$ cat src/hw/rtl/tcmq_pkg.sv
// ----------------------------------------------------------------------------
// tcmq_pkg
// Types, constants and helpers shared by the two-class message queue.
// ----------------------------------------------------------------------------
package tcmq_pkg;

    localparam int QUEUE_DEPTH = 32;
    localparam int SLOT_W      = $clog2(QUEUE_DEPTH);
    localparam int OCC_W       = $clog2(QUEUE_DEPTH + 1);
    localparam int HANDLE_W    = 16;
    localparam int TAG_W       = 16;
    localparam int CNT_W       = 6;
    localparam int DATA_W      = HANDLE_W + TAG_W;

    typedef enum logic [1:0] {
        CMD_ENQ    = 2'd0,
        CMD_DEQ    = 2'd1,
        CMD_REVOKE = 2'd2,
        CMD_NONE   = 2'd3
    } t_cmd;

    typedef enum logic [1:0] {
        KIND_ACK     = 2'd0,
        KIND_DEQ     = 2'd1,
        KIND_REVOKED = 2'd2,
        KIND_DONE    = 2'd3
    } t_kind;

    typedef enum logic [1:0] {
        ST_OK    = 2'd0,
        ST_FULL  = 2'd1,
        ST_EMPTY = 2'd2
    } t_status;

    typedef enum logic [2:0] {
        S_IDLE,
        S_ENQ,
        S_ENQ_LINK,
        S_ENQ_FIX,
        S_DEQ,
        S_REV_RD,
        S_REV_CHK,
        S_REV_DONE
    } t_state;

    typedef struct packed {
        logic [1:0]          kind;
        logic [1:0]          status;
        logic [HANDLE_W-1:0] out_handle;
        logic [TAG_W-1:0]    out_tag;
        logic [CNT_W-1:0]    revoked_count;
        logic                signal;
        logic                last;
    } t_result;

    typedef struct packed {
        logic              we;
        logic [SLOT_W-1:0] waddr;
        logic              re;
        logic [SLOT_W-1:0] raddr;
    } t_mem_ctl;

    function automatic logic [SLOT_W-1:0] first_free(input logic [QUEUE_DEPTH-1:0] f);
        logic [SLOT_W-1:0] s;
        s = '0;
        for (int k = QUEUE_DEPTH - 1; k >= 0; k--) begin
            if (f[k]) begin
                s = SLOT_W'(k);
            end
        end
        return s;
    endfunction

endpackage

$ cat src/hw/rtl/tcmq_in_if.sv
// ----------------------------------------------------------------------------
// tcmq_in_if
// Command channel of the message queue.
// ----------------------------------------------------------------------------
interface tcmq_in_if import tcmq_pkg::*; ();
    logic                valid;
    logic                ready;
    logic [1:0]          cmd;
    logic                high_priority;
    logic [HANDLE_W-1:0] payload_handle;
    logic [TAG_W-1:0]    context_tag;
    logic                revoke_all;
    logic [CNT_W-1:0]    revoke_limit;

    modport source (output valid, cmd, high_priority, payload_handle, context_tag,
                    revoke_all, revoke_limit, input ready);
    modport sink (input valid, cmd, high_priority, payload_handle, context_tag,
                  revoke_all, revoke_limit, output ready);
endinterface

$ cat src/hw/rtl/tcmq_out_if.sv
// ----------------------------------------------------------------------------
// tcmq_out_if
// Result channel of the message queue.
// ----------------------------------------------------------------------------
interface tcmq_out_if import tcmq_pkg::*; ();
    logic                valid;
    logic                ready;
    logic [1:0]          kind;
    logic [1:0]          status;
    logic [HANDLE_W-1:0] out_handle;
    logic [TAG_W-1:0]    out_tag;
    logic [CNT_W-1:0]    revoked_count;
    logic                signal;
    logic                last;

    modport source (output valid, kind, status, out_handle, out_tag, revoked_count,
                    signal, last, input ready);
    modport sink (input valid, kind, status, out_handle, out_tag, revoked_count,
                  signal, last, output ready);
endinterface

$ cat src/hw/rtl/tcmq_cfg_if.sv
// ----------------------------------------------------------------------------
// tcmq_cfg_if
// Configuration write channel carrying the signal enable bit.
// ----------------------------------------------------------------------------
interface tcmq_cfg_if;
    logic valid;
    logic ready;
    logic data;

    modport source (output valid, data, input ready);
    modport sink (input valid, data, output ready);
endinterface

$ cat src/hw/rtl/tcmq_ram.sv
// ----------------------------------------------------------------------------
// tcmq_ram
// Generic single-write, single-read RAM with registered read data.
// ----------------------------------------------------------------------------
module tcmq_ram #(
    parameter int WIDTH = 8,
    parameter int DEPTH = 32
) (
    input  logic                     i_clk,
    input  logic                     i_we,
    input  logic [$clog2(DEPTH)-1:0] i_waddr,
    input  logic [WIDTH-1:0]         i_wdata,
    input  logic                     i_re,
    input  logic [$clog2(DEPTH)-1:0] i_raddr,
    output logic [WIDTH-1:0]         o_rdata
);
    logic [WIDTH-1:0] r_mem [DEPTH];
    logic [WIDTH-1:0] r_rdata;

    always_ff @(posedge i_clk) begin
        if (i_we) begin
            r_mem[i_waddr] <= i_wdata;
        end
        if (i_re) begin
            r_rdata <= r_mem[i_raddr];
        end
    end

    assign o_rdata = r_rdata;
endmodule

$ cat src/hw/rtl/tcmq_seq.sv
// ----------------------------------------------------------------------------
// tcmq_seq
// Queue sequencer: pointer state, slot allocation, list walk and result register.
// ----------------------------------------------------------------------------
module tcmq_seq import tcmq_pkg::*; (
    input  logic                i_clk,
    input  logic                i_rst_n,
    input  logic                i_signal_enable,
    tcmq_in_if.sink             i_cmd_ch,
    tcmq_out_if.source          o_res_ch,
    output t_mem_ctl            o_data_ctl,
    output logic [DATA_W-1:0]   o_data_wdata,
    input  logic [DATA_W-1:0]   i_data_rdata,
    output t_mem_ctl            o_link_ctl,
    output logic [SLOT_W-1:0]   o_link_wdata,
    input  logic [SLOT_W-1:0]   i_link_rdata
);
    t_state                r_state, n_state;
    logic [QUEUE_DEPTH-1:0] r_free, n_free;
    logic [SLOT_W-1:0]     r_head, n_head, r_tail, n_tail, r_ptail, n_ptail;
    logic                  r_pv, n_pv;
    logic [OCC_W-1:0]      r_occ, n_occ, r_i, n_i, r_n, n_n;
    logic [SLOT_W-1:0]     r_cur, n_cur, r_prev, n_prev, r_slot, n_slot;
    logic                  r_hprev, n_hprev;
    logic [CNT_W-1:0]      r_did, n_did, w_did1;
    logic                  r_prio, n_prio, r_all, n_all;
    logic [HANDLE_W-1:0]   r_handle, n_handle;
    logic [TAG_W-1:0]      r_tag, n_tag;
    logic [CNT_W-1:0]      r_limit, n_limit;
    logic                  r_ovalid, n_ovalid;
    t_result               r_out, n_out;
    logic                  w_can_emit, w_match;

    assign w_can_emit = !r_ovalid || o_res_ch.ready;
    assign w_did1     = r_did + CNT_W'(1);
    assign w_match    = r_all || (i_data_rdata[TAG_W-1:0] == r_tag);

    always_ff @(posedge i_clk) begin
        if (!i_rst_n) begin
            r_state  <= S_IDLE;
            r_free   <= '1;
            r_head   <= '0;
            r_tail   <= '0;
            r_ptail  <= '0;
            r_pv     <= 1'b0;
            r_occ    <= '0;
            r_ovalid <= 1'b0;
        end else begin
            r_state  <= n_state;
            r_free   <= n_free;
            r_head   <= n_head;
            r_tail   <= n_tail;
            r_ptail  <= n_ptail;
            r_pv     <= n_pv;
            r_occ    <= n_occ;
            r_ovalid <= n_ovalid;
        end
    end

    always_ff @(posedge i_clk) begin
        r_i      <= n_i;
        r_n      <= n_n;
        r_cur    <= n_cur;
        r_prev   <= n_prev;
        r_slot   <= n_slot;
        r_hprev  <= n_hprev;
        r_did    <= n_did;
        r_prio   <= n_prio;
        r_all    <= n_all;
        r_handle <= n_handle;
        r_tag    <= n_tag;
        r_limit  <= n_limit;
        r_out    <= n_out;
    end

    always_comb begin
        n_state  = r_state;
        n_free   = r_free;
        n_head   = r_head;
        n_tail   = r_tail;
        n_ptail  = r_ptail;
        n_pv     = r_pv;
        n_occ    = r_occ;
        n_i      = r_i;
        n_n      = r_n;
        n_cur    = r_cur;
        n_prev   = r_prev;
        n_slot   = r_slot;
        n_hprev  = r_hprev;
        n_did    = r_did;
        n_prio   = r_prio;
        n_all    = r_all;
        n_handle = r_handle;
        n_tag    = r_tag;
        n_limit  = r_limit;
        n_out    = r_out;
        n_ovalid = r_ovalid && !o_res_ch.ready;
        i_cmd_ch.ready = 1'b0;
        o_data_ctl   = '{we: 1'b0, waddr: r_slot, re: 1'b0, raddr: r_cur};
        o_data_wdata = {r_handle, r_tag};
        o_link_ctl   = '{we: 1'b0, waddr: r_slot, re: 1'b0, raddr: r_cur};
        o_link_wdata = r_head;

        case (r_state)
            S_IDLE: begin
                i_cmd_ch.ready = 1'b1;
                o_data_ctl.raddr = r_head;
                o_link_ctl.raddr = r_head;
                if (i_cmd_ch.valid) begin
                    n_prio   = i_cmd_ch.high_priority;
                    n_handle = i_cmd_ch.payload_handle;
                    n_tag    = i_cmd_ch.context_tag;
                    n_all    = i_cmd_ch.revoke_all;
                    n_limit  = i_cmd_ch.revoke_limit;
                    n_slot   = first_free(r_free);
                    n_cur    = r_head;
                    n_i      = '0;
                    n_n      = r_occ;
                    n_did    = '0;
                    n_hprev  = 1'b0;
                    case (t_cmd'(i_cmd_ch.cmd))
                        CMD_ENQ: n_state = S_ENQ;
                        CMD_DEQ: begin
                            o_data_ctl.re = 1'b1;
                            o_link_ctl.re = 1'b1;
                            n_state = S_DEQ;
                        end
                        CMD_REVOKE: n_state = S_REV_RD;
                        default: n_state = S_IDLE;
                    endcase
                end
            end
            S_ENQ: begin
                if (w_can_emit) begin
                    n_ovalid = 1'b1;
                    n_out = '{kind: KIND_ACK, status: ST_OK, out_handle: '0, out_tag: '0,
                              revoked_count: '0, signal: 1'b0, last: 1'b1};
                    n_state = S_IDLE;
                    if (r_occ == OCC_W'(QUEUE_DEPTH)) begin
                        n_out.status = ST_FULL;
                    end else begin
                        o_data_ctl.we = 1'b1;
                        n_free[r_slot] = 1'b0;
                        n_occ = r_occ + OCC_W'(1);
                        if (r_occ == '0) begin
                            n_head  = r_slot;
                            n_tail  = r_slot;
                            n_ptail = r_slot;
                            n_pv    = r_prio;
                            n_out.signal = i_signal_enable;
                        end else if (r_prio && !r_pv) begin
                            o_link_ctl.we = 1'b1;
                            o_link_wdata  = r_head;
                            n_head  = r_slot;
                            n_ptail = r_slot;
                            n_pv    = 1'b1;
                        end else if (r_prio) begin
                            o_link_ctl.re    = 1'b1;
                            o_link_ctl.raddr = r_ptail;
                            n_state = S_ENQ_LINK;
                        end else begin
                            o_link_ctl.we    = 1'b1;
                            o_link_ctl.waddr = r_tail;
                            o_link_wdata     = r_slot;
                            n_tail = r_slot;
                        end
                    end
                end
            end
            S_ENQ_LINK: begin
                o_link_ctl.we = 1'b1;
                o_link_wdata  = i_link_rdata;
                n_state = S_ENQ_FIX;
            end
            S_ENQ_FIX: begin
                o_link_ctl.we    = 1'b1;
                o_link_ctl.waddr = r_ptail;
                o_link_wdata     = r_slot;
                if (r_tail == r_ptail) begin
                    n_tail = r_slot;
                end
                n_ptail = r_slot;
                n_state = S_IDLE;
            end
            S_DEQ: begin
                if (w_can_emit) begin
                    n_ovalid = 1'b1;
                    n_state  = S_IDLE;
                    n_out = '{kind: KIND_DEQ, status: ST_OK,
                              out_handle: i_data_rdata[DATA_W-1:TAG_W],
                              out_tag: i_data_rdata[TAG_W-1:0],
                              revoked_count: '0, signal: 1'b0, last: 1'b1};
                    if (r_occ == '0) begin
                        n_out.status     = ST_EMPTY;
                        n_out.out_handle = '0;
                        n_out.out_tag    = '0;
                    end else begin
                        if (r_pv && r_ptail == r_head) begin
                            n_pv = 1'b0;
                        end
                        n_head = i_link_rdata;
                        n_free[r_head] = 1'b1;
                        n_occ = r_occ - OCC_W'(1);
                    end
                end
            end
            S_REV_RD: begin
                if (r_i < r_n) begin
                    o_data_ctl.re = 1'b1;
                    o_link_ctl.re = 1'b1;
                    n_state = S_REV_CHK;
                end else begin
                    n_state = S_REV_DONE;
                end
            end
            S_REV_CHK: begin
                if (!w_match) begin
                    n_prev  = r_cur;
                    n_hprev = 1'b1;
                    n_cur   = i_link_rdata;
                    n_i     = r_i + OCC_W'(1);
                    n_state = S_REV_RD;
                end else if (w_can_emit) begin
                    n_ovalid = 1'b1;
                    n_out = '{kind: KIND_REVOKED, status: ST_OK,
                              out_handle: i_data_rdata[DATA_W-1:TAG_W],
                              out_tag: i_data_rdata[TAG_W-1:0],
                              revoked_count: w_did1, signal: 1'b0, last: 1'b0};
                    if (r_hprev) begin
                        o_link_ctl.we    = 1'b1;
                        o_link_ctl.waddr = r_prev;
                        o_link_wdata     = i_link_rdata;
                    end else begin
                        n_head = i_link_rdata;
                    end
                    if (r_tail == r_cur) begin
                        n_tail = r_hprev ? r_prev : '0;
                    end
                    if (r_pv && r_ptail == r_cur) begin
                        if (r_hprev) begin
                            n_ptail = r_prev;
                        end else begin
                            n_pv = 1'b0;
                        end
                    end
                    n_free[r_cur] = 1'b1;
                    n_occ = r_occ - OCC_W'(1);
                    n_did = w_did1;
                    n_cur = i_link_rdata;
                    n_i   = r_i + OCC_W'(1);
                    if (r_limit != '0 && w_did1 >= r_limit) begin
                        n_state = S_REV_DONE;
                    end else begin
                        n_state = S_REV_RD;
                    end
                end
            end
            S_REV_DONE: begin
                if (w_can_emit) begin
                    n_ovalid = 1'b1;
                    n_out = '{kind: KIND_DONE, status: ST_OK, out_handle: '0, out_tag: '0,
                              revoked_count: r_did, signal: 1'b0, last: 1'b1};
                    n_state = S_IDLE;
                end
            end
            default: n_state = S_IDLE;
        endcase
    end

    assign o_res_ch.valid         = r_ovalid;
    assign o_res_ch.kind          = r_out.kind;
    assign o_res_ch.status        = r_out.status;
    assign o_res_ch.out_handle    = r_out.out_handle;
    assign o_res_ch.out_tag       = r_out.out_tag;
    assign o_res_ch.revoked_count = r_out.revoked_count;
    assign o_res_ch.signal        = r_out.signal;
    assign o_res_ch.last          = r_out.last;

    a_occ_range: assert property (@(posedge i_clk) disable iff (!i_rst_n)
        r_occ <= OCC_W'(QUEUE_DEPTH))
        else $error("occupancy above queue depth");

    a_free_count: assert property (@(posedge i_clk) disable iff (!i_rst_n)
        $countones(r_free) + int'(r_occ) == QUEUE_DEPTH)
        else $error("free map disagrees with occupancy");

    a_cmd_starts: assert property (@(posedge i_clk) disable iff (!i_rst_n)
        (i_cmd_ch.valid && i_cmd_ch.ready && i_cmd_ch.cmd != CMD_NONE)
        |=> r_state != S_IDLE)
        else $error("accepted command did not start");
endmodule

$ cat src/hw/rtl/two_class_message_queue_with_revoke.sv
// ----------------------------------------------------------------------------
// two_class_message_queue_with_revoke
// Bounded two-class message queue with tag revoke, top level.
// ----------------------------------------------------------------------------
// The queue takes one command beat at a time and is not ready again until the
// command is finished. Enqueue passes through S_ENQ, and a priority entry behind
// earlier priority entries also through S_ENQ_LINK and S_ENQ_FIX; dequeue passes
// through S_DEQ; revoke alternates S_REV_RD and S_REV_CHK for each visited entry
// and ends in S_REV_DONE. These steps are set by the single read port and the
// registered read data of the slot and link memories. Result beats are held in
// an output register, so a stalled result delays only the next result.
module two_class_message_queue_with_revoke import tcmq_pkg::*; (
    input  logic        i_clk,
    input  logic        i_rst_n,
    tcmq_in_if.sink     i_cmd_ch,
    tcmq_out_if.source  o_res_ch,
    tcmq_cfg_if.sink    i_cfg_ch
);
    logic              r_signal_enable;
    t_mem_ctl          w_data_ctl, w_link_ctl;
    logic [DATA_W-1:0] w_data_wdata, w_data_rdata;
    logic [SLOT_W-1:0] w_link_wdata, w_link_rdata;

    assign i_cfg_ch.ready = 1'b1;

    always_ff @(posedge i_clk) begin
        if (!i_rst_n) begin
            r_signal_enable <= 1'b0;
        end else if (i_cfg_ch.valid) begin
            r_signal_enable <= i_cfg_ch.data;
        end
    end

    tcmq_seq u_seq (
        .i_clk           (i_clk),
        .i_rst_n         (i_rst_n),
        .i_signal_enable (r_signal_enable),
        .i_cmd_ch        (i_cmd_ch),
        .o_res_ch        (o_res_ch),
        .o_data_ctl      (w_data_ctl),
        .o_data_wdata    (w_data_wdata),
        .i_data_rdata    (w_data_rdata),
        .o_link_ctl      (w_link_ctl),
        .o_link_wdata    (w_link_wdata),
        .i_link_rdata    (w_link_rdata)
    );

    tcmq_ram #(.WIDTH(DATA_W), .DEPTH(QUEUE_DEPTH)) u_data_ram (
        .i_clk   (i_clk),
        .i_we    (w_data_ctl.we),
        .i_waddr (w_data_ctl.waddr),
        .i_wdata (w_data_wdata),
        .i_re    (w_data_ctl.re),
        .i_raddr (w_data_ctl.raddr),
        .o_rdata (w_data_rdata)
    );

    tcmq_ram #(.WIDTH(SLOT_W), .DEPTH(QUEUE_DEPTH)) u_link_ram (
        .i_clk   (i_clk),
        .i_we    (w_link_ctl.we),
        .i_waddr (w_link_ctl.waddr),
        .i_wdata (w_link_wdata),
        .i_re    (w_link_ctl.re),
        .i_raddr (w_link_ctl.raddr),
        .o_rdata (w_link_rdata)
    );
endmodule

$ cat src/flat_wrapper.sv
// flat-port wrapper written by rule: the top's interface ports become plain ports
module two_class_message_queue_with_revoke_flat import tcmq_pkg::*;
  (i_clk, i_rst_n, i_cmd_ch_valid, i_cmd_ch_cmd, i_cmd_ch_high_priority, i_cmd_ch_payload_handle, i_cmd_ch_context_tag, i_cmd_ch_revoke_all, i_cmd_ch_revoke_limit, i_cmd_ch_ready, o_res_ch_valid, o_res_ch_kind, o_res_ch_status, o_res_ch_out_handle, o_res_ch_out_tag, o_res_ch_revoked_count, o_res_ch_signal, o_res_ch_last, o_res_ch_ready, i_cfg_ch_valid, i_cfg_ch_data, i_cfg_ch_ready);
  tcmq_in_if i_cmd_ch_i ();
  tcmq_out_if o_res_ch_i ();
  tcmq_cfg_if i_cfg_ch_i ();
  input  logic i_clk;
  input  logic i_rst_n;
  input wire logic [$bits(i_cmd_ch_i.valid)-1:0] i_cmd_ch_valid;
  input wire logic [$bits(i_cmd_ch_i.cmd)-1:0] i_cmd_ch_cmd;
  input wire logic [$bits(i_cmd_ch_i.high_priority)-1:0] i_cmd_ch_high_priority;
  input wire logic [$bits(i_cmd_ch_i.payload_handle)-1:0] i_cmd_ch_payload_handle;
  input wire logic [$bits(i_cmd_ch_i.context_tag)-1:0] i_cmd_ch_context_tag;
  input wire logic [$bits(i_cmd_ch_i.revoke_all)-1:0] i_cmd_ch_revoke_all;
  input wire logic [$bits(i_cmd_ch_i.revoke_limit)-1:0] i_cmd_ch_revoke_limit;
  output wire logic [$bits(i_cmd_ch_i.ready)-1:0] i_cmd_ch_ready;
  output wire logic [$bits(o_res_ch_i.valid)-1:0] o_res_ch_valid;
  output wire logic [$bits(o_res_ch_i.kind)-1:0] o_res_ch_kind;
  output wire logic [$bits(o_res_ch_i.status)-1:0] o_res_ch_status;
  output wire logic [$bits(o_res_ch_i.out_handle)-1:0] o_res_ch_out_handle;
  output wire logic [$bits(o_res_ch_i.out_tag)-1:0] o_res_ch_out_tag;
  output wire logic [$bits(o_res_ch_i.revoked_count)-1:0] o_res_ch_revoked_count;
  output wire logic [$bits(o_res_ch_i.signal)-1:0] o_res_ch_signal;
  output wire logic [$bits(o_res_ch_i.last)-1:0] o_res_ch_last;
  input wire logic [$bits(o_res_ch_i.ready)-1:0] o_res_ch_ready;
  input wire logic [$bits(i_cfg_ch_i.valid)-1:0] i_cfg_ch_valid;
  input wire logic [$bits(i_cfg_ch_i.data)-1:0] i_cfg_ch_data;
  output wire logic [$bits(i_cfg_ch_i.ready)-1:0] i_cfg_ch_ready;
  assign i_cmd_ch_i.valid = i_cmd_ch_valid;
  assign i_cmd_ch_i.cmd = i_cmd_ch_cmd;
  assign i_cmd_ch_i.high_priority = i_cmd_ch_high_priority;
  assign i_cmd_ch_i.payload_handle = i_cmd_ch_payload_handle;
  assign i_cmd_ch_i.context_tag = i_cmd_ch_context_tag;
  assign i_cmd_ch_i.revoke_all = i_cmd_ch_revoke_all;
  assign i_cmd_ch_i.revoke_limit = i_cmd_ch_revoke_limit;
  assign i_cmd_ch_ready = i_cmd_ch_i.ready;
  assign o_res_ch_valid = o_res_ch_i.valid;
  assign o_res_ch_kind = o_res_ch_i.kind;
  assign o_res_ch_status = o_res_ch_i.status;
  assign o_res_ch_out_handle = o_res_ch_i.out_handle;
  assign o_res_ch_out_tag = o_res_ch_i.out_tag;
  assign o_res_ch_revoked_count = o_res_ch_i.revoked_count;
  assign o_res_ch_signal = o_res_ch_i.signal;
  assign o_res_ch_last = o_res_ch_i.last;
  assign o_res_ch_i.ready = o_res_ch_ready;
  assign i_cfg_ch_i.valid = i_cfg_ch_valid;
  assign i_cfg_ch_i.data = i_cfg_ch_data;
  assign i_cfg_ch_ready = i_cfg_ch_i.ready;
  two_class_message_queue_with_revoke u_core (.i_clk(i_clk), .i_rst_n(i_rst_n), .i_cmd_ch(i_cmd_ch_i), .o_res_ch(o_res_ch_i), .i_cfg_ch(i_cfg_ch_i));
endmodule
$ cat config.mk
export PLATFORM = sky130hd
export DESIGN_NAME = two_class_message_queue_with_revoke_flat
export DESIGN_NICKNAME = d
export VERILOG_FILES = /design/src/hw/rtl/tcmq_pkg.sv /design/src/hw/rtl/tcmq_in_if.sv /design/src/hw/rtl/tcmq_out_if.sv /design/src/hw/rtl/tcmq_cfg_if.sv /design/src/hw/rtl/tcmq_ram.sv /design/src/hw/rtl/tcmq_seq.sv /design/src/hw/rtl/two_class_message_queue_with_revoke.sv /design/src/flat_wrapper.sv
export SDC_FILE = /design/constraint.sdc
export NUM_CORES = 2
export LEC_CHECK = 0
export BUFFER_PORTS_ARGS = -buffer_cell sky130_fd_sc_hd__buf_2
export CORE_ASPECT_RATIO = 1.4
export CORE_UTILIZATION = 53
export CTS_BUF_LIST = sky130_fd_sc_hd__clkbuf_8
export DETAILED_ROUTE_END_ITERATION = 6
export GPL_ROUTABILITY_DRIVEN = 0
export GPL_TIMING_DRIVEN = 0
export PLACE_DENSITY = 0.69
export SETUP_SLACK_MARGIN = 0.05
export SLEW_MARGIN = 20
export SYNTH_ARGS = -nofsm -noshare
export SYNTH_HDL_FRONTEND = slang
export SYNTH_SLANG_ARGS = --single-unit
$ cat constraint.sdc
create_clock -name i_clk -period 7.2 [get_ports i_clk]
set_clock_uncertainty 0.05 [all_clocks]
set_input_delay 1.44 -clock i_clk [delete_from_list [all_inputs] [get_ports i_clk]]
set_output_delay 1.44 -clock i_clk [all_outputs]
set_load 0.02 [all_outputs]
# Word level (Yosys, flattened, before mapping)
# Memory sizes are Yosys's and may differ from the RTL's. A register that Yosys moved wholly into a read port is not among the register bits.
# Cells that the tools add are included.
dict set report totals {
  register_bits 177
  mem_bits_rw 1184
  input_bits 48
  output_inout_bits 47
  mem_count 2
}
dict set report op_classes {
  add_sub_neg 4
  magnitude_cmp 8
  n_eq_ne 35
  muxes 165
  bitwise_logic 5
  reduce_logical 40
}
# name words word_bits read_ports rd_ports_with_merged_regs write_ports line
set memory_table {}
lappend memory_table {u_core.u_data_ram.r_mem 32 32 1 1 1 tcmq_ram.sv:17} ;# logic [WIDTH-1:0] r_mem [DEPTH];
lappend memory_table {u_core.u_link_ram.r_mem 32 5 1 1 1 tcmq_ram.sv:17}
# operator n
set ops {}
lappend ops {{$mux W5} 51}
lappend ops {{$mux W44} 5}
lappend ops {{$mux W32} 6}
lappend ops {{$pmux W44 S4} 1}
lappend ops {{$mux W6} 16}
lappend ops {{$pmux W32 S3} 1}
lappend ops {{$or A32 B32 Y32} 2}
lappend ops {{$pmux W5 S3} 4}
lappend ops {{$mux W12} 3}
lappend ops {{$mux W1} 35}
lappend ops {{$mux W34} 1}
lappend ops {{$and A32 B32 Y32} 1}
lappend ops {{$mux W4} 8}
lappend ops {{$not A32 Y32} 1}
lappend ops {{$ne A2 B2 Y1 const B} 15}
lappend ops {{$mux W3} 9}
lappend ops {{$pmux W6 S2} 2}
lappend ops {{$pmux W3 S7} 1}
lappend ops {{$eq A5 B5 Y1} 4}
lappend ops {{$pmux W5 S2} 2}
lappend ops {{$pmux W5 S4} 1}
lappend ops {{$add A6 B1 Y6 const B} 3}
lappend ops {{$lt A5 B6 Y1 const B} 3}
lappend ops {{$pmux W6 S3} 1}
lappend ops {{other kinds (43)} 81}

# Longest topological paths before layout
dict set report logic_depth {
  word_depth 31
  depth_mapped 14
  depth_no_buf 11
}

# Modules after synthesis
# Synthesis repeated with hierarchy kept, for this count alone.
dict set report hier_totals {
  cells_unflattened 3449
  hier_area_um2 56514.2
}
# mod n_inst cells_per_inst area_per_inst_um2 seq_area_each_um2
set modules_own_cells {}
lappend modules_own_cells {{tcmq_ram at u_core.u_data_ram} 1 2260 40805.4 31710.4}
lappend modules_own_cells {tcmq_seq 1 907 9266.4 4704.5}
lappend modules_own_cells {{tcmq_ram at u_core.u_link_ram} 1 277 6394.9 4954.8}
lappend modules_own_cells {two_class_message_queue_with_revoke 1 5 47.5 20.0}

# Worst setup path before layout
# OpenSTA, ideal clock, no wires.
dict set report synth_timing {
  path_kind {input to register}
  startpoint {input port o_res_ch_ready}
  endpoint {memory u_core.u_data_ram.r_mem[12][0] in the netlist's numbering, enable pin}
  setup_time_ns 0.421
  arrival_time_ns 3.915
  setup_slack_ns 2.814
  stages 7
  n_path_buf 3
  path_cell_list {nand2b_1 -> clkbuf_1 -> nand3_1 -> or3_1 -> clkbuf_1 -> clkbuf_1 -> nor2_1}
}
dict set report synth_via {
  elab_chain_cells 5
}
# element line
set synth_rtl {}
lappend synth_rtl {{start, declared} flat_wrapper.sv:25} ;# input wire logic [$bits(o_res_ch_i.ready)-1:0] o_res_ch_ready;
lappend synth_rtl {{$logic_or A1 B1 Y1} tcmq_seq.sv:34} ;# assign w_can_emit = !r_ovalid || o_res_ch.ready;
lappend synth_rtl {{$mux W1} tcmq_seq.sv:134} ;# if (w_can_emit) begin
lappend synth_rtl {{$mux W1} tcmq_seq.sv:104} ;# case (r_state)
lappend synth_rtl {{$mux W1} tcmq_ram.sv:21} ;# if (i_we) begin
lappend synth_rtl {{$mux W1 (not written as such)} tcmq_ram.sv:22} ;# r_mem[i_waddr] <= i_wdata;
lappend synth_rtl {{end, declared} tcmq_ram.sv:17}
# No other way between the ends.

# Worst setup path in the final report
dict set report layout_timing {
  startpoint {register u_core.u_seq.r_tag[3]}
  endpoint {memory u_core.u_link_ram.r_mem[4][0] in the netlist's numbering, enable pin}
}
dict set report layout_via {
  elab_chain_cells 6
  word_cells_on_any_way 7
}
# element line
set layout_rtl {}
lappend layout_rtl {{start, declared} tcmq_seq.sv:28} ;# logic [TAG_W-1:0] r_tag, n_tag;
lappend layout_rtl {{start signal, assigned} tcmq_seq.sv:71} ;# r_tag <= n_tag;
lappend layout_rtl {{$eq A16 B16 Y1 *} tcmq_seq.sv:36} ;# assign w_match = r_all || (i_data_rdata[TAG_W-1:0] == r_tag);
lappend layout_rtl {{$logic_or A1 B1 Y1 *} tcmq_seq.sv:36}
lappend layout_rtl {{$mux W6 *} tcmq_seq.sv:217} ;# if (!w_match) begin
lappend layout_rtl {{$pmux W1 S3} tcmq_seq.sv:104}
lappend layout_rtl {{$mux W1} tcmq_ram.sv:21}
lappend layout_rtl {{$mux W1 (not written as such)} tcmq_ram.sv:22}
lappend layout_rtl {{end, declared} tcmq_ram.sv:17}
# Mark *: on every way between the ends. The rest lies on a longest branch, timed or not.

==> metrics.sh <==
WORSTSETUPSTARTPOINTTYPE='flop'
WORST-PATH-MAX-FANOUT=17
DRC=1
FIRST_PASS_GRT_WIRE_LENGTH_UM=248000
VDD_DROP_MAX_V=0.000400
DRT_PRE_ANTENNA_ITERS=7
MAX_SLEW_MARGIN=0.193
REGTOREGSTARTPOINT='u_core.u_seq.r_tag[3]'
POST_SYNTH.CELL_AREA_AVG_SQ_UM=12.8
POWER_LEAKAGE_nW=23.0
DESIGN.DIE.AREA_SQ_MM=0.109
SYNTH_COMPOUND_AREA_FRAC=0.0772
PLACEABLECOREAREA_SQ_MM=0.107
CRITPATHCAPTURETYPE='flop'
POSTCTSSETUPREPAIRBUFS=0
GR-USAGE-ALL-LAYERS=0.315
SYNTH_TOP_FAMILY_BY_AREA='simple AND/OR/NAND/NOR gates'
TIMING.FINAL.CRIT_SHARE=0.681
LAYOUT.CELLS.NON_FILLER=6463
CTS-RESIZED-GATES=0
COUNT_OF_INPUT_AND_OUTPUT_BUFFERS=93
PIN_COUNT_OF_THE_BIGGEST_NET_ENTERING_GLOBAL_ROUTING=45
YOSYS.CELL_TYPES.COUNT=70
CLOCKROOTBUFFER='clkbuf_8'
DRT.ANTENNA.VIOLATING_NETS=0
SYNTH_SIMPLE_GATE_AREA_FRAC=0.156
FINAL_NETS=4923
VIOLATED_CHECKS='DRC'
PATH_CLK_SLEW_PS=70
FINAL_POWER_mW=30.6
DP_WORST_SETUP_SLACK_PS=2230
YOSYS-MUX-AREA-FRACTION=0.00583
FINALHOLDVIOLATIONS=0
ROUTED_WIRELENGTH_UM=172000
SEQCELLAREA_SQ_MM=0.0414
FOOTPRINT_OF_THE_MULTI_INPUT_GATES_SQ_MM=0.0147
VIA_COUNT=39800
SYNTH_EDF_COUNT=1339
HOLD_BUFFERS=0
YS.FLOP_TYPE='edfxtp_1'
SYNTH-SEQ-CELLS=1398
TRITONCTS.NUM_BUFFERS=198
SYN_AREA_SQ_MM=0.0573
NUMPLACEDINSTANCES=6079
R2R_END='u_core.u_link_ram.r_mem[4][0]'
DIE_H_UM=391
FLOORPLAN.DIE.WIDTH_UM=280
CLOCK_LATENCY_OF_THE_LATER_CLOCKED_REGISTER_IN_THE_WORST_SKEW_PAIR_PS=930
FMAX_GHz=0.204
SHARE_OF_FLIP_FLOPS_WITH_AN_ASYNCHRONOUS_SET_OR_RESET_AFTER_SYNTHESIS=0
PIN_COUNT=95
VIAS_PER_CELL=6.16
SEQ_AREA_FRAC_SYNTH=0.722
FILLCELLCOUNT=8247
CAP_VIOL_MAX_COUNT=0
SETUP.WORST_PATH.START='u_core.u_seq.r_tag[3]'
CRITICAL_PATH_REQUIRED_PS=7710
POST_DETAILED_ROUTE_WIRELENGTH_PER_CELL_UM=26.7
SYNTHTOLAYOUTAREAGROWTH_PCT=13.6
DETAILED_PLACE_HPWL_UM=120000
YOSYS_WARNINGS=0
SYNTH_FA_HA_AREA_FRAC=0.00493
TRITONCTS='done'
START_UTIL=0.535
CLK_PATH_BUF_DEPTH=3
SYNTHESIS.INSTANCES=4491
RUN_STATUS='finished, violations left'
FINAL_PERIOD_MINUS_WORST_SETUP_SLACK_PS=4900
ENDPOINT='u_core.u_link_ram.r_mem[4][0]'
DRTITER0DRC=4548
WORSTHOLDPATHTYPE='flop to flop'
R2R.WORST_PATH.CELLS=10
MAX_SLEW.WORST_PIN.SLEW_PS=1200
HTREE_NUM_LEVELS=4
CP.ARRIVAL_PS=5410
CTS_SINKS=1398
POST_ROUTE_CELLS_DRIVE_ABOVE_1_SHARE=0.126
POSTLAYOUTCOREUTIL=0.607
MAPPED_NETS=4561
FINAL.SETUP.TNS_PS=0
GRT_OVERFLOW_TOTAL=0
REG2REG_SETUP_SLACK_PS=2300
GRT_ANTENNA_BEFORE_REPAIR=6
GRT_PASS1_VIAS=39200
CRITICALPATHCATEGORY='flop to flop'
SYNTHXORXNORAREAFRAC=0.00749
SETUP_VIOL_COUNT_FINAL=0
FINAL_MAX_SLEW_VIOL_COUNT=0
ROW_COUNT=142
POWER_PER_UNIT_OF_STANDARD_CELL_AREA_mW_PER_MM2=471
GRT_SETUP_UNREPAIRED='false'
TIMING.FINAL.WS_SETUP_PS=2300
==> cells by family after synthesis <==
family                     after synthesis
and+or+nand+nor                       2038
DFF                                   1398
AOI/OAI and AO/OA                      610
buffers and inverters                  342
xor gates and xnor gates                49
muxes                                   31
adders and majority gates               22
other                                    1
==> worst max-delay path, cell delays in order (launching register included) <==
cell and delay [ps]:
edfxtp_1 810, buf_8 260, xor2_1 170, nor4_1 90
a41oi_2 650, clkbuf_1 470, nor3_1 100, o21bai_1 170
o311ai_0 390, nor4b_1 630, nor3b_1 700
==> metal layers <==
layer  vias up  global-route usage  wire length, um
met4         4               0.221            13200
met1     19400               0.344            57900
li1      17400                   -                -
met3       651              0.0589            13600
met5         -                   0               26
met2      2285               0.549            87600
==> cell usage after synthesis, types with 45 or more instances <==
cell      number  area, sq um
edfxtp_1    1339        40200
nand3_1      351         1760
and3_1       136          851
a21o_1        51          383
o21ai_0       46          230
nor2_1       136          510
a311oi_1     203         1780
nand2_1     1249         4690
clkbuf_1     173          649
a31oi_1       73          457
dfxtp_1       59         1180
buf_2        112          561
a21oi_1       86          430
o22ai_1       45          282
==> cell type report <==
class,count,area share
antenna,3,0.000115
multi-input combinational,2751,0.226
clock inverter,160,0.0143
inverter,29,0.00175
sequential,1398,0.636
clock buffer,207,0.0438
timing repair buffer,162,0.0286
tap,1440,0.0277
buffer,313,0.0218
==> power breakdown <==
part           internal, mW  switching, mW  total (mW)
logic                  3.85           9.98        13.8
clock network          2.92           3.11        6.03
registers              10.3          0.504        10.8
total                  17.0           13.6        30.6
==> placed cells by master (no fill, tap or decap), drive strengths merged, types with 15 or more instances in the layout <==
cell type / count
a32oi: 15
xor2: 35
nor2b: 17
and3: 136
a21oi: 87
clkinv: 75
nand4: 26
nand3: 351
nand2: 1250
buf: 302
nor4: 19
o22ai: 45
mux2i: 25
a31oi: 73
edfxtp: 1339
clkbuf: 380
and2: 39
nor2: 136
a311oi: 203
a211oi: 39
a21o: 51
o21ai: 46
ha: 21
inv: 104
dfxtp: 59
==> per-stage QoR <==
| stage | area (sq um) | hold slack (ps) |
|---|---|---|
| floorplan | 57300 | 374 |
| global placement | 59600 | 385 |
| detailed placement | 61100 | 393 |
| CTS | 64900 | 406 |
| global route | 65100 | 426 |
| finish | 65100 | 403 |
==> how the worst min path moves through the flow <==
stage | from | end | slack, ps | depth (start not counted)
final | u_core.u_seq.r_cur[1] | u_core.u_seq.r_prev[1] | 400 | 0
after floorplan | u_core.u_seq.r_cur[0] | u_core.u_seq.r_prev[0] | 370 | 0
after global placement | u_core.u_seq.r_cur[1] | u_core.u_seq.r_prev[1] | 390 | 0
after global routing | u_core.u_seq.r_cur[1] | u_core.u_seq.r_prev[1] | 430 | 0
after CTS | u_core.u_seq.r_cur[0] | u_core.u_seq.r_prev[0] | 410 | 0
after detailed placement | u_core.u_seq.r_cur[0] | u_core.u_seq.r_prev[0] | 390 | 0
==> flip-flops by register name, summed over array words and instances, names as in the netlist, 6 cells and up <==
signal,cells
u_core.u_data_ram.o_rdata,32
u_core.u_data_ram.r_mem,1024
u_core.u_link_ram.r_mem,160
u_core.u_seq.o_res_ch.out_handle,16
u_core.u_seq.o_res_ch.out_tag,16
u_core.u_seq.o_res_ch.revoked_count,6
u_core.u_seq.r_did,6
u_core.u_seq.r_free,32
u_core.u_seq.r_handle,16
u_core.u_seq.r_i,6
u_core.u_seq.r_limit,6
u_core.u_seq.r_n,6
u_core.u_seq.r_occ,6
u_core.u_seq.r_tag,16
Note: power is estimated with default switching activity, not from simulation.
